--- src/rtl/windowed_pca_shift_statistic_assert.svh ---
// assertion macros shared by the shift statistic rtl
`ifndef WINDOWED_PCA_SHIFT_STATISTIC_ASSERT_SVH
`define WINDOWED_PCA_SHIFT_STATISTIC_ASSERT_SVH

// antecedent implies consequent in the same cycle
`define WPSS_ASSERT_SAME(lbl, clk, rst_n, ante, cons) \
  lbl: assert property (@(posedge clk) disable iff (!rst_n) (ante) |-> (cons)) \
    else $error("wpss check failed");

// antecedent implies consequent in the next cycle
`define WPSS_ASSERT_NEXT(lbl, clk, rst_n, ante, cons) \
  lbl: assert property (@(posedge clk) disable iff (!rst_n) (ante) |=> (cons)) \
    else $error("wpss check failed");

`endif

--- src/rtl/wpss_pkg.sv ---
`timescale 1ns / 1ps
// ----------------------------------------------------------------------------
// wpss_pkg
// shared types and constants of the windowed pca shift statistic
// ----------------------------------------------------------------------------
package wpss_pkg;

  // largest window the dot accumulator is sized for
  localparam int unsigned WINDOW_MAX_DEF = 4096;

  // depth of the queue between front and back
  localparam int unsigned JOB_DEPTH = 2;

  // field widths
  localparam int unsigned GLOBAL_W = 32;
  localparam int unsigned LABEL_W  = 8;
  localparam int unsigned STAT_W   = 48;
  localparam int unsigned SCALE_W  = 24;
  localparam int unsigned CFG_IDX_W = 2;

  // register indexes
  localparam logic [CFG_IDX_W-1:0] CFG_ADMIXED_LABEL   = 2'd0;
  localparam logic [CFG_IDX_W-1:0] CFG_SHIFT_DIRECTION = 2'd1;
  localparam logic [CFG_IDX_W-1:0] CFG_SCORE_SCALE     = 2'd2;

  // direction codes
  localparam logic [1:0] DIR_NONE = 2'd0;
  localparam logic [1:0] DIR_POS  = 2'd1;
  localparam logic [1:0] DIR_NEG  = 2'd2;

  // reset values of the registers
  localparam logic [LABEL_W-1:0] ADMIXED_LABEL_RST = '0;
  localparam logic [1:0]         SHIFT_DIR_RST     = DIR_POS;
  localparam logic [SCALE_W-1:0] SCORE_SCALE_RST   = 24'd65536;

  // configuration as seen by the back end
  typedef struct packed {
    logic [LABEL_W-1:0] admixed_label;
    logic [1:0]         shift_direction;
    logic [SCALE_W-1:0] score_scale;
  } cfg_t;

endpackage

--- src/rtl/wpss_job_fifo.sv ---
`timescale 1ns / 1ps
// ----------------------------------------------------------------------------
// wpss_job_fifo
// short queue of finished dot products between the front and the back
// ----------------------------------------------------------------------------
`include "windowed_pca_shift_statistic_assert.svh"

module wpss_job_fifo import wpss_pkg::*; #(
  parameter int unsigned Width = 64,
  parameter int unsigned Depth = JOB_DEPTH
) (
  input  logic             clk_i,
  input  logic             rst_ni,
  input  logic             push_i,
  input  logic [Width-1:0] wdata_i,
  output logic             full_o,
  input  logic             pop_i,
  output logic [Width-1:0] rdata_o,
  output logic             valid_o
);

  localparam int unsigned PtrW = (Depth > 1) ? $clog2(Depth) : 1;
  localparam int unsigned CntW = $clog2(Depth + 1);

  logic [Width-1:0] mem_q [Depth];
  logic [PtrW-1:0]  wr_ptr_q, rd_ptr_q;
  logic [CntW-1:0]  count_q;
  logic             do_push, do_pop;

  assign full_o  = (count_q == CntW'(Depth));
  assign valid_o = (count_q != '0);
  assign do_push = push_i && !full_o;
  assign do_pop  = pop_i && valid_o;
  assign rdata_o = mem_q[rd_ptr_q];

  // storage
  always_ff @(posedge clk_i) begin
    if (do_push) begin
      mem_q[wr_ptr_q] <= wdata_i;
    end
  end

  // pointers and fill count
  always_ff @(posedge clk_i or negedge rst_ni) begin
    if (!rst_ni) begin
      wr_ptr_q <= '0;
      rd_ptr_q <= '0;
      count_q  <= '0;
    end else begin
      if (do_push) begin
        wr_ptr_q <= (wr_ptr_q == PtrW'(Depth - 1)) ? '0 : wr_ptr_q + 1'b1;
      end
      if (do_pop) begin
        rd_ptr_q <= (rd_ptr_q == PtrW'(Depth - 1)) ? '0 : rd_ptr_q + 1'b1;
      end
      if (do_push && !do_pop) begin
        count_q <= count_q + 1'b1;
      end else if (do_pop && !do_push) begin
        count_q <= count_q - 1'b1;
      end
    end
  end

  `WPSS_ASSERT_SAME(a_fifo_count_bound, clk_i, rst_ni, 1'b1, count_q <= CntW'(Depth))

endmodule

--- config.mk ---
export PLATFORM = sky130hd
export DESIGN_NAME = wpss_job_fifo
export DESIGN_NICKNAME = d
export VERILOG_FILES = /design/src/rtl/wpss_pkg.sv /design/src/rtl/wpss_job_fifo.sv
export VERILOG_INCLUDE_DIRS = /design/src /design/src/rtl
export SDC_FILE = /design/constraint.sdc
export NUM_CORES = 1
export LEC_CHECK = 0
export BUFFER_PORTS_ARGS = -buffer_cell sky130_fd_sc_hd__buf_4
export CAP_MARGIN = 20
export CORE_ASPECT_RATIO = 0.9
export CORE_MARGIN = 4
export CORE_UTILIZATION = 56
export CTS_CLUSTER_DIAMETER = 40
export DETAILED_ROUTE_END_ITERATION = 8
export PLACE_DENSITY = 0.84
export SLEW_MARGIN = 40
export SYNTH_ARGS = -nofsm -noshare
export SYNTH_HDL_FRONTEND = slang
export SYNTH_SLANG_ARGS = --single-unit
export TNS_END_PERCENT = 20
--- constraint.sdc ---
create_clock -name clk_i -period 8.2 [get_ports clk_i]
set_input_delay 0.82 -clock clk_i [delete_from_list [all_inputs] [get_ports clk_i]]
set_output_delay 0.82 -clock clk_i [all_outputs]
set_load 0.02 [all_outputs]
==> flow_metrics.py <==
metrics = {
    "synth": {
        "synthSimpleGateAreaFrac_pct": 0.722,
        "synthMuxAreaShare_pct": 18.1,
        "yosysTopAreaCell": "edfxtp_1",
        "syn_area_per_cell_um2": 23.0,
        "yosysWarnings": 0,
        "synth_top_family_by_area": "multiplexers",
        "ys_ff_latch": 132,
        "netlist_instances": 218,
        "yosysTopAreaCellShare_pct": 76.5,
        "syn-cell-area_um2": 5020,
        "synth.net_count": 287,
        "seq_area_frac_synth_pct": 78.5,
        "synthXorXnorAreaFrac_pct": 0.872,
        "ys_types": 16,
        "synth_area_leaders": "edfxtp_1, mux2_4, mux2_2",
        "synth_fa_ha_area_share_pct": 0.249,
        "synth_compound_area_share_pct": 0,
    },
    "power": {
        "cellPowerDensity_nw_per_um2": 402,
        "static-leakage-power_nw": 2.73,
        "vdd_drop_max_v": 0.000238,
    },
    "clock_tree": {
        "cts_buffer_depth": 2,
        "numCtsBuffers": 17,
        "cts_htree_levels": 4,
        "holdBufCountCts": 0,
        "cts_tree": "yes",
        "clock_latency_ps": 500,
        "cts_setup_buffers": 0,
        "root_buffer": "clkbuf_8",
        "cts_resized": 0,
        "clk_pin_slew_ps": 60,
        "cts.sinks": 132,
    },
    "cells_and_area": {
        "diodes": 0,
        "utilization_pct": 78.8,
        "area_growth_syn_to_layout_pct": 35.7,
        "drive_above_1_share_pct": 62.0,
        "fillers": 454,
        "stdcell_count": 498,
        "finalNetCount": 436,
        "stdcell_area_um2": 6820,
    },
    "critical_path": {
        "cp_data_arrival_time_ps": 1900,
        "critPathTopFamily": "flip-flops",
        "critical_path.cell_chain": "buf_12 -> mux2_2 -> buf_4",
        "end_kind": "output port",
        "crit_required_ps": 7380,
        "start_kind": "flop",
        "worstSetupPathType": "reg -> out",
        "crit_fanout": 29,
        "cp_slowest_cell": "dfrtp_4",
        "slowest_delay_ps": 580,
        "cp.buffers_inverters": 2,
    },
    "route": {
        "wl_per_cell_um": 19.2,
        "vias": 2522,
        "viasPerCell": 5.06,
        "route.detailed.drc": 0,
        "drt_iter0_drc": 137,
        "dr.pass1.iters": 4,
        "drt_wl_total_um": 9540,
        "ant_nets": 0,
    },
    "floorplan": {
        "die_w_um": 108,
        "core_um2": 8650,
        "die_area_um2": 10600,
        "die_height_um": 97.9,
        "start_util_pct": 58.1,
        "row_count": 32,
        "pin_count": 134,
    },
    "sta": {
        "slew_headroom_pct": 51.0,
        "slew_viol_final": 0,
        "max_freq_mhz": 368,
        "worst_slew_pin_slew_ps": 735,
        "finalWorstSetupSlack_ps": 5480,
        "fin_crit_sh_pct": 33.2,
        "setup_violations": 0,
        "tns_ps": 0,
        "hold_viol_final": 0,
        "fin_skew_ps": 5.36,
        "post-route-min-period_ps": 2720,
        "grt_setup_unrepaired": "no",
    },
    "global_route": {
        "gr-total-overflow": 0,
        "grt_pass1_vias": 2836,
        "grt_pass1_wl_um": 15000,
        "grt_util_all_layers_pct": 19.0,
        "grt_max_degree": 50,
        "antenna_found_initial": 0,
    },
    "placed_design": {
        "dp_slack_ps": 5680,
        "io_buffers": 133,
        "place_area_um2": 6170,
        "placed_cells": 467,
        "hpwl_um": 6070,
        "place.gp.congestion": 0.697,
    },
    "hold_path": {
        "worst_hold_path_type": "in -> async",
    },
    "run_status": {
        "status": "completed",
    },
    "job": {
        "cap_viol_max_count": 0,
    },
}
==> Yosys cell counts <==
cell      count
edfxtp_1    128
mux2_4       50
mux2_2       14
buf_6         6
dfrtp_1       4
xnor2_1       3
inv_1         2
nor2_1        2
xor2_1        2
and3_1        1
buf_2         1
ha_1          1
nand2_1       1
nand2_2       1
nand2b_1      1
or2_2         1
==> cells by family after synthesis <==
| family | count (synthesis) |
|---|---|
| buffers and inverters | 9 |
| AND/OR/NAND/NOR | 7 |
| adder cells (fa/ha/maj) | 1 |
| flip-flops | 132 |
| XOR/XNOR | 5 |
| multiplexers | 64 |
==> path summary, 6_finish.rpt <==
path	start	end	slack, ps	cells past startpoint
max in group asynchronous	rst_ni	rd_ptr_q$_DFFE_PN0P_	7980	1
min	rst_ni	wr_ptr_q$_DFFE_PN0P_	100	1
max reg2reg	count_q[0]$_DFFE_PN0P_	mem_q[0][18]$_DFFE_PP_	6010	4
min in group clk_i	wdata_i[28]	mem_q[1][28]$_DFFE_PP_	500	1
max	rd_ptr_q$_DFFE_PN0P_	rdata_o[33]	5480	3
min reg2reg	count_q[1]$_DFFE_PN0P_	count_q[1]$_DFFE_PN0P_	500	1
==> registers in the layout (all words and copies together) (netlist names) <==
register / flops
mem_q: 128
count_q: 2
wr_ptr_q: 1
rd_ptr_q: 1
==> layout by cell type, fill, tap and decap left out, types with 2 or more instances in the layout <==
master        n
buf_4       135
clkbuf_1      2
clkinvlp_4    3
xnor2_1       3
mux2_2       14
buf_12        2
bufinv_16     6
inv_1         2
xor2_1        2
clkbuf_16    16
edfxtp_1    128
dfrtp_1       3
mux2_4       50
clkinv_4      2
==> area by class of cell <==
type                       instances  area, um^2  area share (%)
clock buffer                      19         422            6.18
tap                              119         149            2.18
sequential                       132        3950            57.9
clock inverter                    12         229            3.36
timing repair buffer             137        1050            15.5
inverter                           2        7.51           0.110
multi-input combinational         77        1010            14.8
==> power by group <==
| part | leakage (nW) | internal (mW) | switching [mW] | total [mW] |
|---|---|---|---|---|
| registers | 1.23 | 0.927 | 0.0633 | 0.991 |
| logic | 1.19 | 0.454 | 0.473 | 0.927 |
| clock network | 0.305 | 0.555 | 0.271 | 0.826 |
| total | 2.73 | 1.94 | 0.807 | 2.74 |
==> metrics by stage <==
step / power, mW / hold WS, ps
final: 2.74 / 105
after global routing: 2.86 / 80.8
after CTS: 2.77 / 81.6
after detailed placement: 1.93 / 476
after global placement: 1.90 / 474
after floorplan: 1.61 / 456
==> worst reg2reg max path: cells and delay by family, from the launching register on <==
kind,cells,cell delay (ps)
buffers and inverters,1,610
DFF,1,410
and+or+nand+nor,3,720
==> metal layers <==
metal  GRT usage [%]  up-vias  part of all wire [%]
met4            6.50        0                   1.0
met2            29.6      119                    49
li1                -     1155                     -
met3            8.26        9                   9.1
met5               0        -                     0
met1            24.0     1239                    41
(Power assumes the default switching activity.)
