File: src/rtl/windowed_pca_shift_statistic_assert.svh
// assertion macros shared by the shift statistic rtl
`ifndef WINDOWED_PCA_SHIFT_STATISTIC_ASSERT_SVH
`define WINDOWED_PCA_SHIFT_STATISTIC_ASSERT_SVH

// antecedent implies consequent in the same cycle
`define WPSS_ASSERT_SAME(lbl, clk, rst_n, ante, cons) \
  lbl: assert property (@(posedge clk) disable iff (!rst_n) (ante) |-> (cons)) \
    else $error("wpss check failed");

// antecedent implies consequent in the next cycle
`define WPSS_ASSERT_NEXT(lbl, clk, rst_n, ante, cons) \
  lbl: assert property (@(posedge clk) disable iff (!rst_n) (ante) |=> (cons)) \
    else $error("wpss check failed");

`endif

File: src/rtl/wpss_pkg.sv
`timescale 1ns / 1ps
// ----------------------------------------------------------------------------
// wpss_pkg
// shared types and constants of the windowed pca shift statistic
// ----------------------------------------------------------------------------
package wpss_pkg;

  // largest window the dot accumulator is sized for
  localparam int unsigned WINDOW_MAX_DEF = 4096;

  // depth of the queue between front and back
  localparam int unsigned JOB_DEPTH = 2;

  // field widths
  localparam int unsigned GLOBAL_W = 32;
  localparam int unsigned LABEL_W  = 8;
  localparam int unsigned STAT_W   = 48;
  localparam int unsigned SCALE_W  = 24;
  localparam int unsigned CFG_IDX_W = 2;

  // register indexes
  localparam logic [CFG_IDX_W-1:0] CFG_ADMIXED_LABEL   = 2'd0;
  localparam logic [CFG_IDX_W-1:0] CFG_SHIFT_DIRECTION = 2'd1;
  localparam logic [CFG_IDX_W-1:0] CFG_SCORE_SCALE     = 2'd2;

  // direction codes
  localparam logic [1:0] DIR_NONE = 2'd0;
  localparam logic [1:0] DIR_POS  = 2'd1;
  localparam logic [1:0] DIR_NEG  = 2'd2;

  // reset values of the registers
  localparam logic [LABEL_W-1:0] ADMIXED_LABEL_RST = '0;
  localparam logic [1:0]         SHIFT_DIR_RST     = DIR_POS;
  localparam logic [SCALE_W-1:0] SCORE_SCALE_RST   = 24'd65536;

  // configuration as seen by the back end
  typedef struct packed {
    logic [LABEL_W-1:0] admixed_label;
    logic [1:0]         shift_direction;
    logic [SCALE_W-1:0] score_scale;
  } cfg_t;

endpackage

File: src/rtl/wpss_front.sv
`timescale 1ns / 1ps
// ----------------------------------------------------------------------------
// wpss_front
// accumulates genotype times loading per individual, hands off at last snp
// ----------------------------------------------------------------------------
`include "windowed_pca_shift_statistic_assert.svh"

module wpss_front import wpss_pkg::*; #(
  parameter int unsigned DotW = 30
) (
  input  logic                       clk_i,
  input  logic                       rst_ni,
  input  logic                       push_i,
  input  logic                       full_i,
  input  logic [1:0]                 genotype_i,
  input  logic signed [15:0]         loading_i,
  input  logic signed [GLOBAL_W-1:0] global_score_i,
  input  logic [LABEL_W-1:0]         label_i,
  input  logic                       last_snp_i,
  input  logic                       last_individual_i,
  output logic                       job_push_o,
  output logic [DotW+GLOBAL_W+LABEL_W:0] job_data_o
);

  logic signed [DotW-1:0] dot_q, dot_d;
  logic signed [17:0]     term;
  logic signed [DotW:0]   sum;
  logic signed [DotW-1:0] sum_sat;
  logic                   accept;

  localparam logic signed [DotW:0] DotMax = {2'b00, {(DotW-1){1'b1}}};
  localparam logic signed [DotW:0] DotMin = {2'b11, {(DotW-1){1'b0}}};

  assign accept = push_i && !full_i;

  // term: missing genotype gives zero
  always_comb begin
    case (genotype_i)
      2'd1:    term = {{2{loading_i[15]}}, loading_i};
      2'd2:    term = {loading_i[15], loading_i, 1'b0};
      default: term = '0;
    endcase
  end

  // saturating accumulate
  always_comb begin
    sum = {dot_q[DotW-1], dot_q} + (DotW+1)'(term);
    if (sum > DotMax) begin
      sum_sat = DotMax[DotW-1:0];
    end else if (sum < DotMin) begin
      sum_sat = DotMin[DotW-1:0];
    end else begin
      sum_sat = sum[DotW-1:0];
    end
    dot_d = dot_q;
    if (accept) begin
      dot_d = last_snp_i ? '0 : sum_sat;
    end
  end

  always_ff @(posedge clk_i or negedge rst_ni) begin
    if (!rst_ni) begin
      dot_q <= '0;
    end else begin
      dot_q <= dot_d;
    end
  end

  // finished individual goes to the queue
  assign job_push_o = accept && last_snp_i;
  assign job_data_o = {last_individual_i, label_i, global_score_i, sum_sat};

  `WPSS_ASSERT_NEXT(a_front_dot_clear, clk_i, rst_ni, accept && last_snp_i, dot_q == '0)

endmodule

File: config.mk
export PLATFORM = sky130hd
export DESIGN_NAME = wpss_front
export DESIGN_NICKNAME = d
export VERILOG_FILES = /design/src/rtl/wpss_pkg.sv /design/src/rtl/wpss_front.sv
export VERILOG_INCLUDE_DIRS = /design/src /design/src/rtl
export SDC_FILE = /design/constraint.sdc
export NUM_CORES = 1
export LEC_CHECK = 0
export BUFFER_PORTS_ARGS = -buffer_cell sky130_fd_sc_hd__buf_4
export CAP_MARGIN = 20
export CORE_MARGIN = 4
export CORE_UTILIZATION = 52
export CTS_BUF_LIST = sky130_fd_sc_hd__clkbuf_8
export DETAILED_ROUTE_END_ITERATION = 16
export PLACE_DENSITY = 0.83
export SYNTH_ARGS = -nofsm -noshare
export SYNTH_HDL_FRONTEND = slang
export SYNTH_SLANG_ARGS = --single-unit
File: constraint.sdc
create_clock -name clk_i -period 4.11 [get_ports clk_i]
set_input_delay 0 -clock clk_i [delete_from_list [all_inputs] [get_ports clk_i]]
set_output_delay 0 -clock clk_i [all_outputs]
set_load 0.02 [all_outputs]
==> results.md, run 1 <==
* Status: finished, final reports clean
* Chip Height at 91.8 µm
* Clock skew at 3.97 ps
* Setup WS post-layout at 403 ps
* CTS H-tree lvls at 2
* Final period utilization at 90.2%
* Die X at 91.8 µm
* Top FF cell, synth: dfrtp_1
* Vias/cell at 6.30
* Antenna-violating nets left at 0
* Top cell type's share of synthesized area at 20.6%
* Row count at 30
* VDD IR-drop max at 0.000408 V
* Register with the most flip-flops: dot_q
* Port bufs at 53
* Total die area at 8430 µm²
* Crit path capture type: output pin
* Area contributors post-synth: dfrtp_1 21%, buf_4 8.8%, ha_1 6.2%
* Synth Area in Simple Gates at 21.4%
* Worst Setup Path Type: in2out
* Largest family of logic cells by synthesized area: compound AO/OA/AOI/OAI gates
* Clock Tree Root: clkbuf_8
* Biggest regs: dot_q x30
* Largest net degree at the start of global routing at 39
* Leading cell type in the layout, fill and taps excluded: buf_4
* Post-synth top area cell: dfrtp_1
* Hold_sp: global_score_i[4]
* TritonCTS clock tree: built
* Worst setup SP type: primary input
* CORE AREA at 6790 µm²
* Worst hold-check path type: in2out
* I/O pins at 136
* Max cap viols at 0
* DRT Pass-1 Iters at 5
* Total Wirelength at 10.0 mm
* Synthesis Warnings at 0
* TNS Setup at 0 ps
* Gr usage total at 24.1%
* Sw power at 1.26 mW
* Post-DR wirelength/cell at 18.1 µm
* Fillers at 601
* Post-synthesis xor/xnor area fraction at 6.00%
* Post-synthesis mux area share at 2.02%
* Clk pwr share at 11.0%
* Hold Path Cell Cnt at 0
* Multi-input logic area at 2400 µm²
* Cells after synthesis at 455
* Post-synth EDFFs at 0
* Crit path required time at 4110 ps
* Vias at 3475
* Final Util at 57.3%
* Post-Syn Area per Cell at 8.03 µm²
* 1st-iter DRT viols at 353
* Pre-CTS setup slack at -106 ps
* Sequential cell fraction of total power at 22.6%
* P_int at 1.21 mW
* Pwr dens at 635 nW/µm²
* Power, Total at 2.47 mW
* Initial antenna violation count at 0
* Synth Net Count at 538
* Worst-margin pin slew at 768 ps
* Ant diodes at 0
* Max Freq at 270 MHz
* Layout cells sized above 1 at 22.1%
* Leak Pwr at 1.83 nW
* Total Nets Final at 538
* Commonest non-fill, non-tap cells in the layout: 62 x buf_4, 38 x nand2_1, 32 x nor2_1, 30 x o21ai_0, 30 x dfrtp_1
* RSZ-0062 raised after global routing: no
* Post-DP Area at 3780 µm²
* CTS Sinks at 30
* Post-Synth Adder-Cell Area at 8.08%
* R2r endpoint: dot_q[17]
* Final slew viol count at 0
* Synthesized area at 3650 µm²
* Yosys reg bits at 30
* Gpl congestion at 0.936
* Sequential area share after synthesis at 20.6%
* Clock tree buffer depth at 2
* Hold path endpoint: job_data_o[34]
* DP Wirelength at 7.52 mm
* Worst-skew pair later-pin latency at 300 ps
* Min Clock Period, post-route at 3710 ps
* Max reg flops at 30
* Part of the power in combinational logic at 66.4%
* Critical path arrival at 3710 ps
* Post-synth cell types at 72
* Grt total ovfl at 0
* Final setup violation count at 0
* Worst reg-to-reg path cell count at 11
* Max FO, Critical Path at 20
* Net Sw Frac at 50.9%
* Crit. Startpoint: genotype_i[0]
* Finished layout cell area at 3890 µm²
* First-pass GRT wire length at 16.7 mm
* DR DRC count at 0
* Reg-to-Reg Start: dot_q[9]
* Synth Area in Compound Gates at 28.0%
* Vias in the first global route at 3358
* FF-to-FF setup slack at 870 ps
* Register area at 751 µm²
* Async SR Flop Fraction at 100%
* CTS buffer count at 5
* Final hold violations at 0
* Syn-to-layout area delta at 6.54%
* Slew headroom at 48.6%
* Initial core utilization at 53.8%
metal layers:
| metal | global-route usage, % | vias up | routed length, µm |
|---|---|---|---|
| met2 | 36.5 | 168 | 4580 |
| met1 | 32.6 | 1643 | 4310 |
| li1 | - | 1615 | - |
| met4 | 12.6 | 0 | 373 |
| met3 | 4.59 | 49 | 744 |
| met5 | 0 | - | 0 |
cell families (layout without fill, tap and decap cells):
logic type,count (synthesis),in the layout
AOI/OAI and AO/OA,142,142
xor gates and xnor gates,25,25
adders and majority gates,24,24
buffers and inverters,83,84
DFF,30,30
muxes,7,7
and+or+nand+nor,144,144
timing repair:
| action | CTS | global route |
|---|---|---|
| setup endpoints to repair | 1 | 14 |
| buffers inserted | 0 | 0 |
| hold buffers | 1 | 0 |
| hold endpoints to repair | 30 | 0 |
| gates resized for setup | 1 | 2 |
synthesized netlist by cell type (5+ instances only):
library cell / number
buf_2: 11
o21ai_0: 30
o21ai_1: 8
xnor2_1: 14
clkbuf_1: 12
nor2_1: 32
inv_1: 12
a21oi_1: 21
maj3_1: 5
nand2b_1: 5
xor2_1: 11
nor3_1: 11
or3_1: 7
nand3_1: 14
dfrtp_1: 30
buf_4: 43
a31oi_1: 5
ha_1: 18
a22o_1: 22
o31ai_1: 7
nand2_1: 38
nor2b_1: 5
a211o_1: 5
a21o_1: 9
worst max-delay path by stage:
stage	cells after the start	slack (ps)	end
finish	18	400	job_data_o[20]
global route	18	90	job_data_o[16]
CTS	16	260	job_data_o[20]
detailed placement	16	-110	dot_q[17]
global placement	16	-10	dot_q[17]
floorplan	19	470	dot_q[28]
final cells by class:
cell class	count	area share [%]
clock buffers	6	2.12
clock inverters	2	0.322
inverters	13	1.25
multi-input cells	342	61.7
flip-flops and latches	30	19.3
well taps	96	3.09
repair buffers	63	12.2
worst max-delay path, cell delays in order:
cell and delay, ps:
buf_4 80, inv_1 30, ha_1 340, nor2b_1 230
buf_4 210, a22o_1 160, ha_1 310, a21oi_1 240
buf_4 170, nand2_1 50, o22ai_1 200, o31ai_2 130
o21ai_1 450, nand2_8 150, nor2_4 470, buf_4 250
nor2_1 50, buf_4 170
power groups by stage:
stage	Sequential [mW]	Combinational, mW	Clock [mW]
2_1_floorplan	0.450	1.26	0
3_3_place_gp	0.558	1.61	0
3_5_place_dp	0.559	1.63	0
4_1_cts	0.554	1.64	0.271
5_1_grt	0.575	1.78	0.285
6_report	0.559	1.64	0.272
stage by stage:
step / cells / hold slack, ps
final: 552 / 0.00776
after global routing: 552 / 0.0293
after CTS: 552 / 0.137
after detailed placement: 543 / -36.9
after global placement: 543 / -39.9
after floorplan: 455 / -296
No activity file was read; power rests on OpenSTA's default activity.
==> inputs of run 2 (changes only) <==
--- a/config.mk
+++ b/config.mk
@@ -12,7 +12,7 @@
 export CORE_UTILIZATION = 52
 export CTS_BUF_LIST = sky130_fd_sc_hd__clkbuf_8
 export DETAILED_ROUTE_END_ITERATION = 16
-export PLACE_DENSITY = 0.83
+export PLACE_DENSITY = 0.8
 export SYNTH_ARGS = -nofsm -noshare
 export SYNTH_HDL_FRONTEND = slang
 export SYNTH_SLANG_ARGS = --single-unit
==> constraint.sdc (replaced) <==
create_clock -name clk_i -period 4.11 [get_ports clk_i]
set_input_delay 0 -clock clk_i [delete_from_list [all_inputs] [get_ports clk_i]]
set_output_delay 0 -clock clk_i [all_outputs]
set_load 0.1 [all_outputs]
==> results.md, run 2 (synthesis gave the netlist of run 1 again) <==
* Worst path max stage delay at 620 ps (+150 ps)
* Row count at 30 (unchanged)
* Gr usage total at 24.1% (about the same)
* Largest net degree at the start of global routing at 39 (unchanged)
* Worst setup SP type: primary input
* Port bufs at 53 (unchanged)
* Vias at 3377 (-2.8%)
* Clock Tree Root: clkbuf_8
* Register with the most flip-flops: dot_q
* Worst Setup Path Type: in2out
* Grt total ovfl at 0 (unchanged)
* Clock tree buffer depth at 2 (unchanged)
* CTS buffer count at 5 (unchanged)
* Initial core utilization at 53.8% (unchanged)
* Setup WS post-layout at 371 ps (-32.0 ps)
* Ant diodes at 0 (unchanged)
* Max Freq at 267 MHz (-0.86%)
* Post-DR wirelength/cell at 18.1 µm (-0.43%)
* DRT Pass-1 Iters at 5 (unchanged)
* # placed instances at 544 (+0.18%)
* First-pass GRT wire length at 16.6 mm (-0.37%)
* Final hold violations at 0 (unchanged)
* Commonest non-fill, non-tap cells in the layout: 62 x buf_4, 38 x nand2_1, 30 x dfrtp_1, 28 x nor2_1, 22 x a22o_1
* Die X at 91.8 µm (unchanged)
* Clock skew at 11.6 ps (+7.68 ps)
* CP max-delay cell: o41ai_4
* Crit path required time at 4110 ps (about the same)
* Initial antenna violation count at 0 (unchanged)
* Fillers at 638 (+6.2%)
* Vias in the first global route at 3306 (-1.5%)
* Total die area at 8430 µm² (unchanged)
* Post-Layout Cell Count at 553 (+0.18%)
* Slew headroom at 47.7% (-0.87 points)
* RSZ-0062 raised after global routing: no
* Max cap viols at 0 (unchanged)
* Post-DP Area at 3860 µm² (+2.3%)
* DP Wirelength at 7.53 mm (+0.13%)
* Finished layout cell area at 3980 µm² (+2.3%)
* Biggest regs: dot_q x30
* Vias/cell at 6.11 (-3.0%)
* Leading cell type in the layout, fill and taps excluded: buf_4
* TritonCTS clock tree: built
* Final Util at 58.6% (+1.3 points)
* Final period utilization at 91.0% (+0.78 points)
* Worst path cell trace: buf_4 > inv_1 > ha_1 > nor2b_4 > a22o_1 > ha_1 > a21oi_1 > o32ai_1 > o21ai_1 > o311ai_2 > o41ai_4 > mux2_2 > xor2_1 > o21ai_2 > buf_4
* Total Nets Final at 539 (+0.19%)
* I/O pins at 136 (unchanged)
* Total Wirelength at 9.98 mm (-0.25%)
* Post-CTS setup buffers at 0 (unchanged)
* Max reg flops at 30 (unchanged)
* Pre-CTS setup slack at -105 ps (+1.52 ps)
* Crit path capture type: output pin
* Worst-margin pin slew at 781 ps (+13.0 ps)
* Layout cells sized above 1 at 25.4% (+3.2 points)
* Syn-to-layout area delta at 9.01%
* Min Clock Period, post-route at 3740 ps (+32.0 ps)
* CORE AREA at 6790 µm² (unchanged)
* Critical path arrival at 3740 ps (+30 ps)
* DR DRC count at 0 (unchanged)
* Worst hold-check path type: in2out
* Worst-skew pair later-pin latency at 290 ps (about the same)
* Gpl congestion at 0.978 (+4.4%)
* Final slew viol count at 0 (unchanged)
* CTS H-tree lvls at 2 (unchanged)
* CTS Sinks at 30 (unchanged)
* Final setup violation count at 0 (unchanged)
* 1st-iter DRT viols at 254 (-28%)
* Chip Height at 91.8 µm (unchanged)
* Antenna-violating nets left at 0 (unchanged)
* Status: finished, final reports clean
* Max FO, Critical Path at 15 (-25%)
run 2: cell count changes in the layout (fill, tap and decap cells not counted), moves of 3 or more:
| cell | previous run | this run |
|---|---|---|
| o21ai_2 | 1 | 11 |
| nor2_4 | 2 | 5 |
| o21ai_0 | 30 | 19 |
| nor2_1 | 32 | 28 |
run 2: final timing paths:
| path | start | end | slack [ps] | cells after the start |
|---|---|---|---|---|
| worst max-delay path | genotype_i[0] | job_data_o[17] | 370 | 15 |
| worst min-delay path | global_score_i[9] | job_data_o[39] | 0.04 | 0 |
| worst max register to register | dot_q[9] | dot_q[28] | 920 | 10 |
| worst min register to register | dot_q[14] | dot_q[14] | 490 | 1 |
| max in group asynchronous | rst_ni | dot_q[27] | 3580 | 2 |
| min in group asynchronous | rst_ni | dot_q[21] | 200 | 2 |
run 2: worst max-delay path: cells and delay by family:
kind / cells / cell delay [ps]
AOI/OAI and AO/OA: 7 / 1730
adders and majority gates: 2 / 640
muxes: 1 / 450
buffers and inverters: 3 / 430
and+or+nand+nor: 1 / 330
xor gates and xnor gates: 1 / 160
run 2: layer usage:
layer	part of all wire, %	global-route usage [%]	up-vias	routed length, µm
li1	-	-	1612	-
met1	44	32.1	1593	4360
met2	47	39.7	146	4730
met5	0	0	-	0
met4	2.6	7.92	0	261
met3	6.3	4.27	26	631
run 2: final cells by class:
| type | instances | area, µm² | area share [%] |
|---|---|---|---|
| Multi-Input combinational cell | 342 | 2470 | 62.2 |
| Sequential cell | 30 | 751 | 18.9 |
| Timing Repair Buffer | 64 | 495 | 12.4 |
| Tap cell | 96 | 120 | 3.02 |
| Clock buffer | 6 | 82.6 | 2.07 |
| Inverter | 13 | 48.8 | 1.23 |
| Clock inverter | 2 | 8.76 | 0.220 |
run 2: stage by stage:
step / TNS, ps / hold slack (ps)
after detailed placement: -1240 / -25.1
final: 0 / 0.0386
after global placement: -109 / -29.3
after CTS: 0 / 0.681
after floorplan: -4050 / -296
after global routing: 0 / 0.166
run 2: what timing repair did:
| item | in CTS | in global routing |
|---|---|---|
| hold endpoints to repair | 30 | 0 |
| setup endpoints to repair | 18 | 24 |
| hold buffers | 1 | 0 |
| gates resized for setup | 1 | 2 |
Power of run 2 is not shown: default switching activity piles up to over one toggle a cycle in this logic, so the estimate is an artifact.
==> inputs of run 3 (changes only) <==
--- a/config.mk
+++ b/config.mk
@@ -9,10 +9,10 @@
 export BUFFER_PORTS_ARGS = -buffer_cell sky130_fd_sc_hd__buf_4
 export CAP_MARGIN = 20
 export CORE_MARGIN = 4
-export CORE_UTILIZATION = 52
+export CORE_UTILIZATION = 30
 export CTS_BUF_LIST = sky130_fd_sc_hd__clkbuf_8
 export DETAILED_ROUTE_END_ITERATION = 16
-export PLACE_DENSITY = 0.8
+export PLACE_DENSITY = 0.49
 export SYNTH_ARGS = -nofsm -noshare
 export SYNTH_HDL_FRONTEND = slang
 export SYNTH_SLANG_ARGS = --single-unit
==> constraint.sdc (replaced) <==
create_clock -name clk_i -period 4.5 [get_ports clk_i]
set_input_delay 0 -clock clk_i [delete_from_list [all_inputs] [get_ports clk_i]]
set_output_delay 0 -clock clk_i [all_outputs]
set_load 0.1 [all_outputs]
==> results.md, run 3 (synthesis gave the netlist of run 1 again) <==
* Status: finished, final reports clean
* Max reg flops at 30 (unchanged)
* Post-DR wirelength/cell at 18.8 µm (+4.1%)
* Post-DP Area at 3850 µm² (-0.36%)
* Ant diodes at 0 (unchanged)
* Biggest regs: dot_q x30
* Register with the most flip-flops: dot_q
* Vias in the first global route at 3297 (-0.27%)
* Port bufs at 53 (unchanged)
* Critical path arrival at 4120 ps (+380 ps)
* Syn-to-layout area delta at 8.26%
* Gr usage total at 15.9% (-8.3 points)
* Crit path required time at 4500 ps (+390 ps)
* Final hold violations at 0 (unchanged)
* Worst-skew pair later-pin latency at 310 ps (+20 ps)
* Total Wirelength at 11.3 mm (+13%)
* Initial antenna violation count at 0 (unchanged)
* RSZ-0062 raised after global routing: no
* Chip Height at 118 µm (+29%)
* Row count at 40 (+33%)
* Worst setup SP type: primary input
* Worst Setup Path Type: in2out
* DP Wirelength at 8.32 mm (+10%)
* Clock skew at 14.7 ps (+3.04 ps)
* Largest net degree at the start of global routing at 39 (unchanged)
* CTS buffer count at 5 (unchanged)
* Post-Layout Cell Count at 599 (+8.3%)
* Max cap viols at 0 (unchanged)
* Crit path capture type: output pin
* # placed instances at 590 (+8.5%)
* Initial core utilization at 30.5% (-23 points)
* Total die area at 14000 µm² (+66%)
* Vias at 3320 (-1.7%)
* Grt total ovfl at 0 (unchanged)
* Finished layout cell area at 3950 µm² (-0.69%)
* Max Freq at 243 MHz
* TritonCTS clock tree: built
* Gpl congestion at 0.856 (-12%)
* Final Hold Slack at 0.0320 ps (-0.00659 ps)
* CTS Sinks at 30 (unchanged)
* Antenna-violating nets left at 0 (unchanged)
* Final period utilization at 91.6%
* First-pass GRT wire length at 17.9 mm (+7.8%)
* CTS H-tree lvls at 2 (unchanged)
* Final setup violation count at 0 (unchanged)
* Worst hold-check path type: in2out
* Total Nets Final at 534 (-0.93%)
* CORE AREA at 12000 µm² (+76%)
* Layout cells sized above 1 at 23.7% (-1.7 points)
* 1st-iter DRT viols at 154 (-39%)
* Slew headroom at 37.3% (-10 points)
* Leading cell type in the layout, fill and taps excluded: buf_4
* Min Clock Period, post-route at 4120 ps
* Commonest non-fill, non-tap cells in the layout: 58 x buf_4, 38 x nand2_1, 30 x dfrtp_1, 28 x nor2_1, 24 x o21ai_0
* Die X at 118 µm (+29%)
* Worst-margin pin slew at 937 ps (+155 ps)
* Final slew viol count at 0 (unchanged)
* Clock Tree Root: clkbuf_8
* TNS Setup at 0 ps (unchanged)
* DRT Pass-1 Iters at 5 (unchanged)
* Vias/cell at 5.54 (-9.2%)
* I/O pins at 136 (unchanged)
* Max FO, Critical Path at 19 (+4)
* Clock tree buffer depth at 2 (unchanged)
* Fillers at 1280 (+100%)
* DR DRC count at 0 (unchanged)
run 3: cell type report:
type                            count  area, µm²  share of cell area [%]
Sequential cell                    30        751                    19.0
Clock inverter                      2       8.76                   0.222
Tap cell                          147        184                    4.65
Timing Repair Buffer               59        445                    11.3
Multi-Input combinational cell    342       2430                    61.6
Clock buffer                        6       82.6                    2.09
Inverter                           13       48.8                    1.23
run 3: what timing repair did:
action | in CTS | in global routing
setup endpoints to repair | 0 | 26
setup buffers | 0 | 0
hold buffers | 1 | 0
gates resized for setup | 0 | 1
endpoints found under the hold margin | 30 | 0
run 3: worst max-delay path, stage by stage:
cell and delay, ps:
buf_4 80, inv_1 30, ha_1 320, nor2b_2 520
a22o_1 250, ha_1 300, a21oi_1 390, nand2_1 100
o22ai_1 230, o31ai_2 120, o21ai_1 450, nand2_8 140
nor2_4 500, buf_4 310, o21ai_1 100, buf_4 260
run 3: per-stage QoR:
stage                     setup WS, ps  util (%)
final                              380      33.1
after global routing              62.6      33.1
after CTS                         41.9      33.0
after detailed placement          48.2      32.2
after global placement            69.5      32.2
after floorplan                   -752         -
run 3: metal layers:
layer | global-route usage, % | part of all wire (%)
met4 | 3.30 | 1.0
met2 | 27.4 | 48
met3 | 3.49 | 5.5
met5 | 0 | 0
met1 | 20.3 | 45
run 3: path summary, 6_finish.rpt:
kind	from	to	slack (ps)	depth (start not counted)
max in group asynchronous	rst_ni	dot_q[5]	4000	2
max reg2reg	dot_q[0]	dot_q[24]	1070	12
min in group asynchronous	rst_ni	dot_q[13]	180	2
min	global_score_i[18]	job_data_o[48]	0.03	0
min reg2reg	dot_q[14]	dot_q[14]	500	1
max	genotype_i[0]	job_data_o[14]	380	16
Power of run 3 is left out for the same reason.
